`config.mk`:
```
export PLATFORM = sky130hd
export DESIGN_NAME = gcode_line_receiver_core
export DESIGN_NICKNAME = d
export VERILOG_FILES = /design/src/rtl/core/glr_pkg.sv /design/src/rtl/core/gcode_line_receiver_core.sv /design/src/rtl/core/glr_classify.sv /design/src/rtl/core/glr_queue.sv /design/src/rtl/core/glr_execute.sv
export SDC_FILE = /design/constraint.sdc
export NUM_CORES = 1
export LEC_CHECK = 0
export ABC_AREA = 1
export BUFFER_PORTS_ARGS = -buffer_cell sky130_fd_sc_hd__buf_2
export CAP_MARGIN = 10
export CORE_MARGIN = 1.5
export CORE_UTILIZATION = 50
export DETAILED_ROUTE_END_ITERATION = 6
export PLACE_DENSITY = 0.66
export SYNTH_ARGS = -nofsm -noshare
export SYNTH_HDL_FRONTEND = slang
export SYNTH_SLANG_ARGS = --single-unit
```
`constraint.sdc`:
```
create_clock -name clk_i -period 7.3 [get_ports clk_i]
set_input_delay 0.73 -clock clk_i [delete_from_list [all_inputs] [get_ports clk_i]]
set_output_delay 0.73 -clock clk_i [all_outputs]
set_load 0.01 [all_outputs]
```
`src/rtl/core/glr_pkg.sv`:
```
// ----------------------------------------------------------------------------
// glr_pkg
// Types and constants shared by the command line receiver modules.
// ----------------------------------------------------------------------------
`default_nettype none

package glr_pkg;

  // Result event codes
  typedef enum logic [2:0] {
    EV_DROPPED     = 3'd0,
    EV_KEPT        = 3'd1,
    EV_LINE_OK     = 3'd2,
    EV_EMPTY       = 3'd3,
    EV_BAD_NUMBER  = 3'd4,
    EV_BAD_SUM     = 3'd5,
    EV_NO_SUM      = 3'd6,
    EV_SUM_NO_NUM  = 3'd7
  } event_e;

  // Characters of interest
  localparam logic [7:0] CHR_LF    = 8'h0A;
  localparam logic [7:0] CHR_CR    = 8'h0D;
  localparam logic [7:0] CHR_COLON = 8'h3A;
  localparam logic [7:0] CHR_SEMI  = 8'h3B;
  localparam logic [7:0] CHR_N     = 8'h4E;
  localparam logic [7:0] CHR_STAR  = 8'h2A;
  localparam logic [7:0] CHR_M     = 8'h4D;
  localparam logic [7:0] CHR_ZERO  = 8'h30;
  localparam logic [7:0] CHR_ONE   = 8'h31;
  localparam logic [7:0] CHR_NINE  = 8'h39;

  // Progress of the M110 match
  localparam logic [2:0] M110_FOUND = 3'd4;

  // Queue between classifier and executor
  localparam int unsigned QUEUE_DEPTH = 2;
  localparam int unsigned QPTR_W      = (QUEUE_DEPTH > 1) ? $clog2(QUEUE_DEPTH) : 1;
  localparam int unsigned QCNT_W      = $clog2(QUEUE_DEPTH + 1);

  // Widths of the result fields
  localparam int unsigned LEN_W  = 7;
  localparam int unsigned NUM_W  = 32;
  localparam int unsigned SUM_W  = 9;

  // One classified byte
  typedef struct packed {
    logic [7:0] chr;
    logic [3:0] digit;
    logic       is_digit;
    logic       is_eol;    // CR or LF
    logic       is_colon;
    logic       is_semi;
    logic       is_n;
    logic       is_star;
    logic       is_m;
    logic       is_one;
    logic       is_zero;
  } rx_class_t;

endpackage

`default_nettype wire

```
`src/rtl/core/gcode_line_receiver_core.sv`:
```
// An accepted byte is written into the queue, then popped into the registered result beat.
// One byte per cycle unless full; the executor retires one per cycle unless stalled.
// The two-entry queue and the result register let input and output stall independently.
// Reset clears line state, the last accepted line number, the queue and the result valid.
// ----------------------------------------------------------------------------
// gcode_line_receiver_core
// Frames received bytes into command lines and checks line number and checksum.
// ----------------------------------------------------------------------------
`default_nettype none

module gcode_line_receiver_core #(
  parameter int unsigned LINE_CAPACITY = 96
) (
  input  wire logic        clk_i,
  input  wire logic        rst_ni,
  input  wire logic        rx_valid_i,
  output logic             rx_ready_o,
  input  wire logic [7:0]  rx_byte_i,
  output logic             res_valid_o,
  input  wire logic        res_ready_i,
  output logic [2:0]       event_res_o,
  output logic [7:0]       kept_byte_o,
  output logic [31:0]      resend_number_o,
  output logic [6:0]       line_length_o
);
  import glr_pkg::*;

  rx_class_t cls;
  rx_class_t head;
  logic      q_full;
  logic      q_empty;
  logic      q_pop;
  logic      q_push;

  assign rx_ready_o = !q_full;
  assign q_push     = rx_valid_i && !q_full;

  // Classify incoming beats
  glr_classify u_classify (
    .rx_byte_i (rx_byte_i),
    .cls_o     (cls)
  );

  // Buffer classified bytes
  glr_queue u_queue (
    .clk_i       (clk_i),
    .rst_ni      (rst_ni),
    .push_i      (q_push),
    .push_data_i (cls),
    .full_o      (q_full),
    .pop_i       (q_pop),
    .empty_o     (q_empty),
    .head_o      (head)
  );

  // Execute line logic
  glr_execute #(
    .LINE_CAPACITY (LINE_CAPACITY)
  ) u_execute (
    .clk_i           (clk_i),
    .rst_ni          (rst_ni),
    .item_valid_i    (!q_empty),
    .item_i          (head),
    .item_pop_o      (q_pop),
    .res_valid_o     (res_valid_o),
    .res_ready_i     (res_ready_i),
    .event_res_o     (event_res_o),
    .kept_byte_o     (kept_byte_o),
    .resend_number_o (resend_number_o),
    .line_length_o   (line_length_o)
  );

endmodule

`default_nettype wire

```
`src/rtl/core/glr_classify.sv`:
```
// ----------------------------------------------------------------------------
// glr_classify
// Front end: decode each received byte into the flags the executor needs.
// ----------------------------------------------------------------------------
`default_nettype none

module glr_classify (
  input  wire logic [7:0]         rx_byte_i,
  output glr_pkg::rx_class_t      cls_o
);
  import glr_pkg::*;

  // Decode character classes
  always_comb begin
    cls_o          = '0;
    cls_o.chr      = rx_byte_i;
    cls_o.is_digit = (rx_byte_i >= CHR_ZERO) && (rx_byte_i <= CHR_NINE);
    cls_o.digit    = 4'(rx_byte_i - CHR_ZERO);
    cls_o.is_eol   = (rx_byte_i == CHR_LF) || (rx_byte_i == CHR_CR);
    cls_o.is_colon = (rx_byte_i == CHR_COLON);
    cls_o.is_semi  = (rx_byte_i == CHR_SEMI);
    cls_o.is_n     = (rx_byte_i == CHR_N);
    cls_o.is_star  = (rx_byte_i == CHR_STAR);
    cls_o.is_m     = (rx_byte_i == CHR_M);
    cls_o.is_one   = (rx_byte_i == CHR_ONE);
    cls_o.is_zero  = (rx_byte_i == CHR_ZERO);
  end

endmodule

`default_nettype wire

```
`src/rtl/core/glr_queue.sv`:
```
// ----------------------------------------------------------------------------
// glr_queue
// Short queue of classified bytes between the front end and the executor.
// ----------------------------------------------------------------------------
`default_nettype none

module glr_queue (
  input  wire logic               clk_i,
  input  wire logic               rst_ni,
  input  wire logic               push_i,
  input  glr_pkg::rx_class_t      push_data_i,
  output logic                    full_o,
  input  wire logic               pop_i,
  output logic                    empty_o,
  output glr_pkg::rx_class_t      head_o
);
  import glr_pkg::*;

  rx_class_t           mem_q [QUEUE_DEPTH];
  logic [QPTR_W-1:0]   wr_ptr_q, wr_ptr_d;
  logic [QPTR_W-1:0]   rd_ptr_q, rd_ptr_d;
  logic [QCNT_W-1:0]   count_q, count_d;

  assign full_o  = (count_q == QCNT_W'(QUEUE_DEPTH));
  assign empty_o = (count_q == '0);
  assign head_o  = mem_q[rd_ptr_q];

  // Advance pointers and fill count
  always_comb begin
    wr_ptr_d = wr_ptr_q;
    rd_ptr_d = rd_ptr_q;
    count_d  = count_q;
    if (push_i) begin
      wr_ptr_d = (wr_ptr_q == QPTR_W'(QUEUE_DEPTH - 1)) ? '0 : wr_ptr_q + 1'b1;
    end
    if (pop_i) begin
      rd_ptr_d = (rd_ptr_q == QPTR_W'(QUEUE_DEPTH - 1)) ? '0 : rd_ptr_q + 1'b1;
    end
    if (push_i && !pop_i) begin
      count_d = count_q + 1'b1;
    end else if (pop_i && !push_i) begin
      count_d = count_q - 1'b1;
    end
  end

  always_ff @(posedge clk_i or negedge rst_ni) begin
    if (!rst_ni) begin
      wr_ptr_q <= '0;
      rd_ptr_q <= '0;
      count_q  <= '0;
    end else begin
      wr_ptr_q <= wr_ptr_d;
      rd_ptr_q <= rd_ptr_d;
      count_q  <= count_d;
    end
  end

  // Store entries
  always_ff @(posedge clk_i) begin
    if (push_i) begin
      mem_q[wr_ptr_q] <= push_data_i;
    end
  end

endmodule

`default_nettype wire

```
`src/rtl/core/glr_execute.sv`:
```
// ----------------------------------------------------------------------------
// glr_execute
// Back end: per-line state, line end checks and the registered result beat.
// ----------------------------------------------------------------------------
`default_nettype none

module glr_execute #(
  parameter int unsigned LINE_CAPACITY = 96
) (
  input  wire logic                  clk_i,
  input  wire logic                  rst_ni,
  input  wire logic                  item_valid_i,
  input  glr_pkg::rx_class_t         item_i,
  output logic                       item_pop_o,
  output logic                       res_valid_o,
  input  wire logic                  res_ready_i,
  output logic [2:0]                 event_res_o,
  output logic [7:0]                 kept_byte_o,
  output logic [glr_pkg::NUM_W-1:0]  resend_number_o,
  output logic [glr_pkg::LEN_W-1:0]  line_length_o
);
  import glr_pkg::*;

  localparam logic [LEN_W-1:0] FULL_COUNT = LEN_W'(LINE_CAPACITY - 1);

  // Line state
  logic [LEN_W-1:0] kept_count_q, kept_count_d;
  logic             in_comment_q, in_comment_d;
  logic [NUM_W-1:0] last_num_q, last_num_d;
  logic             num_seen_q, num_seen_d;
  logic             num_open_q, num_open_d;
  logic [NUM_W-1:0] num_acc_q, num_acc_d;
  logic             star_seen_q, star_seen_d;
  logic             star_open_q, star_open_d;
  logic [7:0]       xor_q, xor_d;
  logic [SUM_W-1:0] sum_q, sum_d;
  logic [2:0]       m110_q, m110_d;

  // Result register
  logic             out_valid_q, out_valid_d;
  event_e           ev_q, ev_d;
  logic [7:0]       kb_q, kb_d;
  logic [NUM_W-1:0] resend_q, resend_d;
  logic [LEN_W-1:0] len_q, len_d;

  logic             line_end;
  logic [NUM_W-1:0] next_num;
  logic [NUM_W+3:0] num_grown;
  logic [12:0]      sum_grown;
  logic             m110_hit;

  assign item_pop_o = item_valid_i && (!out_valid_q || res_ready_i);

  assign next_num  = last_num_q + 1'b1;
  assign line_end  = item_i.is_eol || (item_i.is_colon && !in_comment_q) ||
                     (kept_count_q >= FULL_COUNT);
  assign num_grown = ({4'b0, num_acc_q} << 3) + ({4'b0, num_acc_q} << 1) +
                     (NUM_W+4)'(item_i.digit);
  assign sum_grown = ({4'b0, sum_q} << 3) + ({4'b0, sum_q} << 1) + 13'(item_i.digit);

  // Match the next character of M110
  always_comb begin
    case (m110_q)
      3'd0:    m110_hit = item_i.is_m;
      3'd1:    m110_hit = item_i.is_one;
      3'd2:    m110_hit = item_i.is_one;
      3'd3:    m110_hit = item_i.is_zero;
      default: m110_hit = 1'b0;
    endcase
  end

  // Update line state and form the result
  always_comb begin
    kept_count_d = kept_count_q;
    in_comment_d = in_comment_q;
    last_num_d   = last_num_q;
    num_seen_d   = num_seen_q;
    num_open_d   = num_open_q;
    num_acc_d    = num_acc_q;
    star_seen_d  = star_seen_q;
    star_open_d  = star_open_q;
    xor_d        = xor_q;
    sum_d        = sum_q;
    m110_d       = m110_q;
    out_valid_d  = out_valid_q && !res_ready_i;
    ev_d         = ev_q;
    kb_d         = kb_q;
    resend_d     = resend_q;
    len_d        = len_q;

    if (item_pop_o) begin
      out_valid_d = 1'b1;
      ev_d        = EV_DROPPED;
      kb_d        = '0;
      resend_d    = '0;
      len_d       = '0;
      if (line_end) begin
        // Check the finished line
        if (kept_count_q == '0) begin
          ev_d = EV_EMPTY;
        end else begin
          len_d = kept_count_q;
          if (num_seen_q) begin
            if ((num_acc_q != next_num) && (m110_q != M110_FOUND)) begin
              ev_d     = EV_BAD_NUMBER;
              resend_d = next_num;
            end else if (!star_seen_q) begin
              ev_d     = EV_NO_SUM;
              resend_d = next_num;
            end else if (sum_q != {1'b0, xor_q}) begin
              ev_d     = EV_BAD_SUM;
              resend_d = next_num;
            end else begin
              ev_d       = EV_LINE_OK;
              last_num_d = num_acc_q;
            end
          end else if (star_seen_q) begin
            ev_d = EV_SUM_NO_NUM;
          end else begin
            ev_d = EV_LINE_OK;
          end
        end
        // Clear per-line state
        kept_count_d = '0;
        in_comment_d = 1'b0;
        num_seen_d   = 1'b0;
        num_open_d   = 1'b0;
        num_acc_d    = '0;
        star_seen_d  = 1'b0;
        star_open_d  = 1'b0;
        xor_d        = '0;
        sum_d        = '0;
        m110_d       = '0;
      end else if (in_comment_q || item_i.is_semi) begin
        // Drop comment bytes
        in_comment_d = 1'b1;
      end else begin
        // Keep the byte
        ev_d = EV_KEPT;
        kb_d = item_i.chr;
        if (!star_seen_q && !item_i.is_star) begin
          xor_d = xor_q ^ item_i.chr;
        end
        if (item_i.is_digit) begin
          if (num_open_q) begin
            num_acc_d = (num_grown[NUM_W+3:NUM_W] != '0) ? '1 : num_grown[NUM_W-1:0];
          end
          if (star_open_q) begin
            sum_d = (sum_grown > 13'd255) ? SUM_W'(256) : sum_grown[SUM_W-1:0];
          end
        end else begin
          num_open_d  = 1'b0;
          star_open_d = 1'b0;
          if (item_i.is_n && !num_seen_q) begin
            num_seen_d = 1'b1;
            num_open_d = 1'b1;
            num_acc_d  = '0;
          end
          if (item_i.is_star && !star_seen_q) begin
            star_seen_d = 1'b1;
            star_open_d = 1'b1;
            sum_d       = '0;
          end
        end
        if (m110_q != M110_FOUND) begin
          if (m110_hit) begin
            m110_d = m110_q + 1'b1;
          end else if (item_i.is_m) begin
            m110_d = 3'd1;
          end else begin
            m110_d = '0;
          end
        end
        kept_count_d = kept_count_q + 1'b1;
      end
    end
  end

  always_ff @(posedge clk_i or negedge rst_ni) begin
    if (!rst_ni) begin
      kept_count_q <= '0;
      in_comment_q <= 1'b0;
      last_num_q   <= '0;
      num_seen_q   <= 1'b0;
      num_open_q   <= 1'b0;
      num_acc_q    <= '0;
      star_seen_q  <= 1'b0;
      star_open_q  <= 1'b0;
      xor_q        <= '0;
      sum_q        <= '0;
      m110_q       <= '0;
      out_valid_q  <= 1'b0;
    end else begin
      kept_count_q <= kept_count_d;
      in_comment_q <= in_comment_d;
      last_num_q   <= last_num_d;
      num_seen_q   <= num_seen_d;
      num_open_q   <= num_open_d;
      num_acc_q    <= num_acc_d;
      star_seen_q  <= star_seen_d;
      star_open_q  <= star_open_d;
      xor_q        <= xor_d;
      sum_q        <= sum_d;
      m110_q       <= m110_d;
      out_valid_q  <= out_valid_d;
    end
  end

  // Result payload
  always_ff @(posedge clk_i) begin
    ev_q     <= ev_d;
    kb_q     <= kb_d;
    resend_q <= resend_d;
    len_q    <= len_d;
  end

  assign res_valid_o     = out_valid_q;
  assign event_res_o     = ev_q;
  assign kept_byte_o     = kb_q;
  assign resend_number_o = resend_q;
  assign line_length_o   = len_q;

endmodule

`default_nettype wire
```
==> run_results.csv <==
group,metric,value,unit
synth,ys_warn_count,0,
clocking,cts_resized,0,
synth,synth_seq_cells,185,
synth,syn_area,12300,um^2
route,drt-initial-drc-count,866,
setup_path,critPathArrivalTime,5120,ps
setup_path,startpoint_type,"flip-flop",
synth,async_reset_ff_share,54.6,%
synth,ys_types,46,
synth,avgSynthCellArea,7.68,um^2
clocking,clock_sinks,185,
clocking,cts_tree,"done",
clocking,clk_pin_slew,80,ps
power_and_ir_drop,p_leak,6.52,nW
sta,setup_viol,0,
floorplan,num_rows,57,
setup_path,slowest_delay,790,ps
floorplan,die_area,25600,um^2
setup_path,r2r_end,"u_execute.num_acc_q[0]",
setup_path,reg2reg_depth,19,
synth,synthCells,1602,
job,maxCapViolations,0,
place,dp.cells,1967,
setup_path,cp_max_fo,32,
synth,synth_fp_nets,1707,
global_routing,grt_pass1_vias,10322,
setup_path,path_cells,"clkinv_1 > or2_2 > o21ai_0 > inv_1 > fa_1 > fa_1 > nand3_1 > nand2_1 > a21oi_1 > o21ai_0 > nand4_1 > nand2_1 > nand2_1 > nand2_1 > nor2_2 > buf_4 > nand3_1 > nand2_1 > nand2_1",
power_and_ir_drop,peakVddDrop,262,uV
synth,synth_top_cell_area_share,20.5,%
final_layout,drive_gt1_share,8.00,%
final_layout,layout.cells.non_filler,1999,
synth,synth_seq_area_share,41.0,%
setup_path,slowest_stage,"dfrtp_1",
floorplan,fp.dieW,160,um
place,gp_congestion,0.930,
setup_path,r2r_slack,2510,ps
place,dpl.hpwl,23600,um
route,drtPass1Iterations,5,
global_routing,grt_overflow,0,
power_and_ir_drop,fin_total_pwr,0.00350,W
floorplan,io_pins,64,
setup_path,critPathTopFamily,"simple AND/OR/NAND/NOR gates",
sta,grt_setup_unrepaired,"no",
setup_path,crit_required,7630,ps
power_and_ir_drop,power.density,258,nW/um^2
floorplan,start_util,50.7,%
setup_path,cp_num_cells,19,
sta,drv_slew,0,
route,wl_per_cell,15.8,um
place,portBuffers,63,
sta,fmax,209,MHz
final_layout,antenna_cells,0,
route,routed-via-count,10894,
route,finalWirelength,31600,um
route,via_per_inst,5.45,
sta,slew_headroom,32.7,%
route,drc,0,
sta,min_period,4790,ps
synth,synth_edf_count,84,
place,post_dp_cell_area,12900,um^2
global_routing,grt_antenna_before_repair,0,
final_layout,nets,1767,
setup_path,worstSetupPathType,"flip-flop to flip-flop",
global_routing,grt_pass1_wl,51500,um
synth,synth_top_area_cell,"dfrtp_1",
synth,synthTopCellsByArea,"dfrtp_1, edfxtp_1, nand2_1",
sta,clock_skew,15.6,ps
setup_path,crit_top_cell,"nand2_1",
clocking,cts_buffer_depth,2,
sta,hold_violations,0,
sta,setup-tns-final,0,ps
sta,tightest_slew,1010,ps
setup_path,crit_buf_inv,3,
global_routing,grt_max_degree,75,
clocking,clk_latency,440,ps
clocking,cts-root-buf,"clkbuf_16",
clocking,cts_buffers,17,
run_status,run_status,"completed",
clocking,cts_hold_buf,0,
global_routing,grtUsageTotal,25.2,%
final_layout,syn_to_final_growth,10.2,%
clocking,post-cts-setup-buffers,0,
clocking,cts-htree-levels,4,
worst_hold_path,hold_class,"input pin to asynchronous set/reset pin",
route,ant_nets,0,
final_layout,utilization,55.9,%
final_layout,final_area,13600,um^2
floorplan,coreArea,24200,um^2
setup_path,end_kind,"flip-flop",
synth,synth_ff_type,"dfrtp_1",
sta,timing.final.crit_share,65.7,%
floorplan,die_h,160,um
setup_path,r2r-start,"u_queue.rd_ptr_q",
## Yosys cell counts, types with 10 or more instances
| library cell | number |
|---|---|
| nand3b_1 | 13 |
| edfxtp_1 | 84 |
| nor3_1 | 10 |
| inv_1 | 151 |
| clkbuf_1 | 15 |
| xnor2_1 | 25 |
| ha_1 | 89 |
| a21oi_1 | 62 |
| xor2_1 | 16 |
| dfrtp_1 | 101 |
| nand2_1 | 500 |
| nor2_1 | 197 |
| nand3_1 | 127 |
| nand4_1 | 48 |
| o21ai_0 | 63 |
## placed cells by master, fill, tap and decap left out, types with 5 or more instances in the layout
master     instances
nand2_1          500
nor2_1           194
inv_1            150
nand3_1          127
dfrtp_1          101
ha_1              89
edfxtp_1          84
o21ai_0           63
a21oi_1           62
buf_2             62
nand4_1           48
xnor2_1           25
clkbuf_16         18
xor2_1            16
nand3b_1          13
buf_4             11
nor3_1             9
o22ai_1            8
mux2i_1            8
nor2_4             7
nand2_2            6
a21o_1             5
o21a_1             5
nor4_1             5
## registers in the layout, summed over array words and instances, names as in the netlist, 2 cells and up
register                   flops
u_execute.kept_byte_o          8
u_execute.sum_q                9
u_queue.count_q                2
u_execute.kept_count_q         7
u_execute.line_length_o        7
u_execute.event_res_o          3
u_execute.last_num_q          32
u_queue.mem_q                 34
u_execute.xor_q                8
u_execute.resend_number_o     32
u_execute.m110_q               3
u_execute.num_acc_q           32
## worst max path at each step
stage	start	to
after global placement	u_queue.rd_ptr_q	u_execute.num_acc_q[29]
after detailed placement	u_queue.rd_ptr_q	u_execute.num_acc_q[7]
after CTS	u_queue.rd_ptr_q	u_execute.num_acc_q[11]
after floorplan	u_queue.rd_ptr_q	u_execute.num_acc_q[7]
after global routing	u_queue.rd_ptr_q	u_execute.num_acc_q[0]
final	u_queue.rd_ptr_q	u_execute.num_acc_q[0]
## power breakdown
group	total, W	switching [W]	internal (W)
clock network	0.000954	0.000468	0.000486
logic	0.00108	0.000730	0.000354
registers	0.00146	0.000121	0.00134
## area by class of cell
class                      instances  area [um^2]
fill                            2291        10700
multi-input combinational       1231         6520
sequential                       185         5050
inverter                         154          578
clock buffer                      18          450
tap                              324          405
timing repair buffer              73          393
clock inverter                    14          166
## routing by layer
| metal | track usage (%) | wire length [um] | vias up | share of wire [%] |
|---|---|---|---|---|
| li1 | - | - | 5432 | - |
| met1 | 31.9 | 13700 | 5104 | 43 |
| met2 | 44.2 | 15500 | 293 | 49 |
| met3 | 3.30 | 1280 | 65 | 4.0 |
| met4 | 9.35 | 1070 | 0 | 3.4 |
| met5 | 0 | 0 | - | 0 |
## per-stage QoR
stage | worst slack [ps] | hold WS, ps
global placement | 2630 | 475
detailed placement | 2500 | 483
CTS | 2480 | 224
finish | 2510 | 209
global route | 2000 | 230
floorplan | 3450 | 434
## kinds of logic after synthesis
family	Yosys count	synth area share, %
fa+ha+maj	93	9.70
flops	185	41.0
compound gates	162	7.24
buf+inv	186	6.19
xor+xnor	41	2.92
simple gates	927	32.2
mux	8	0.651
No activity file was read; power rests on OpenSTA's default activity.
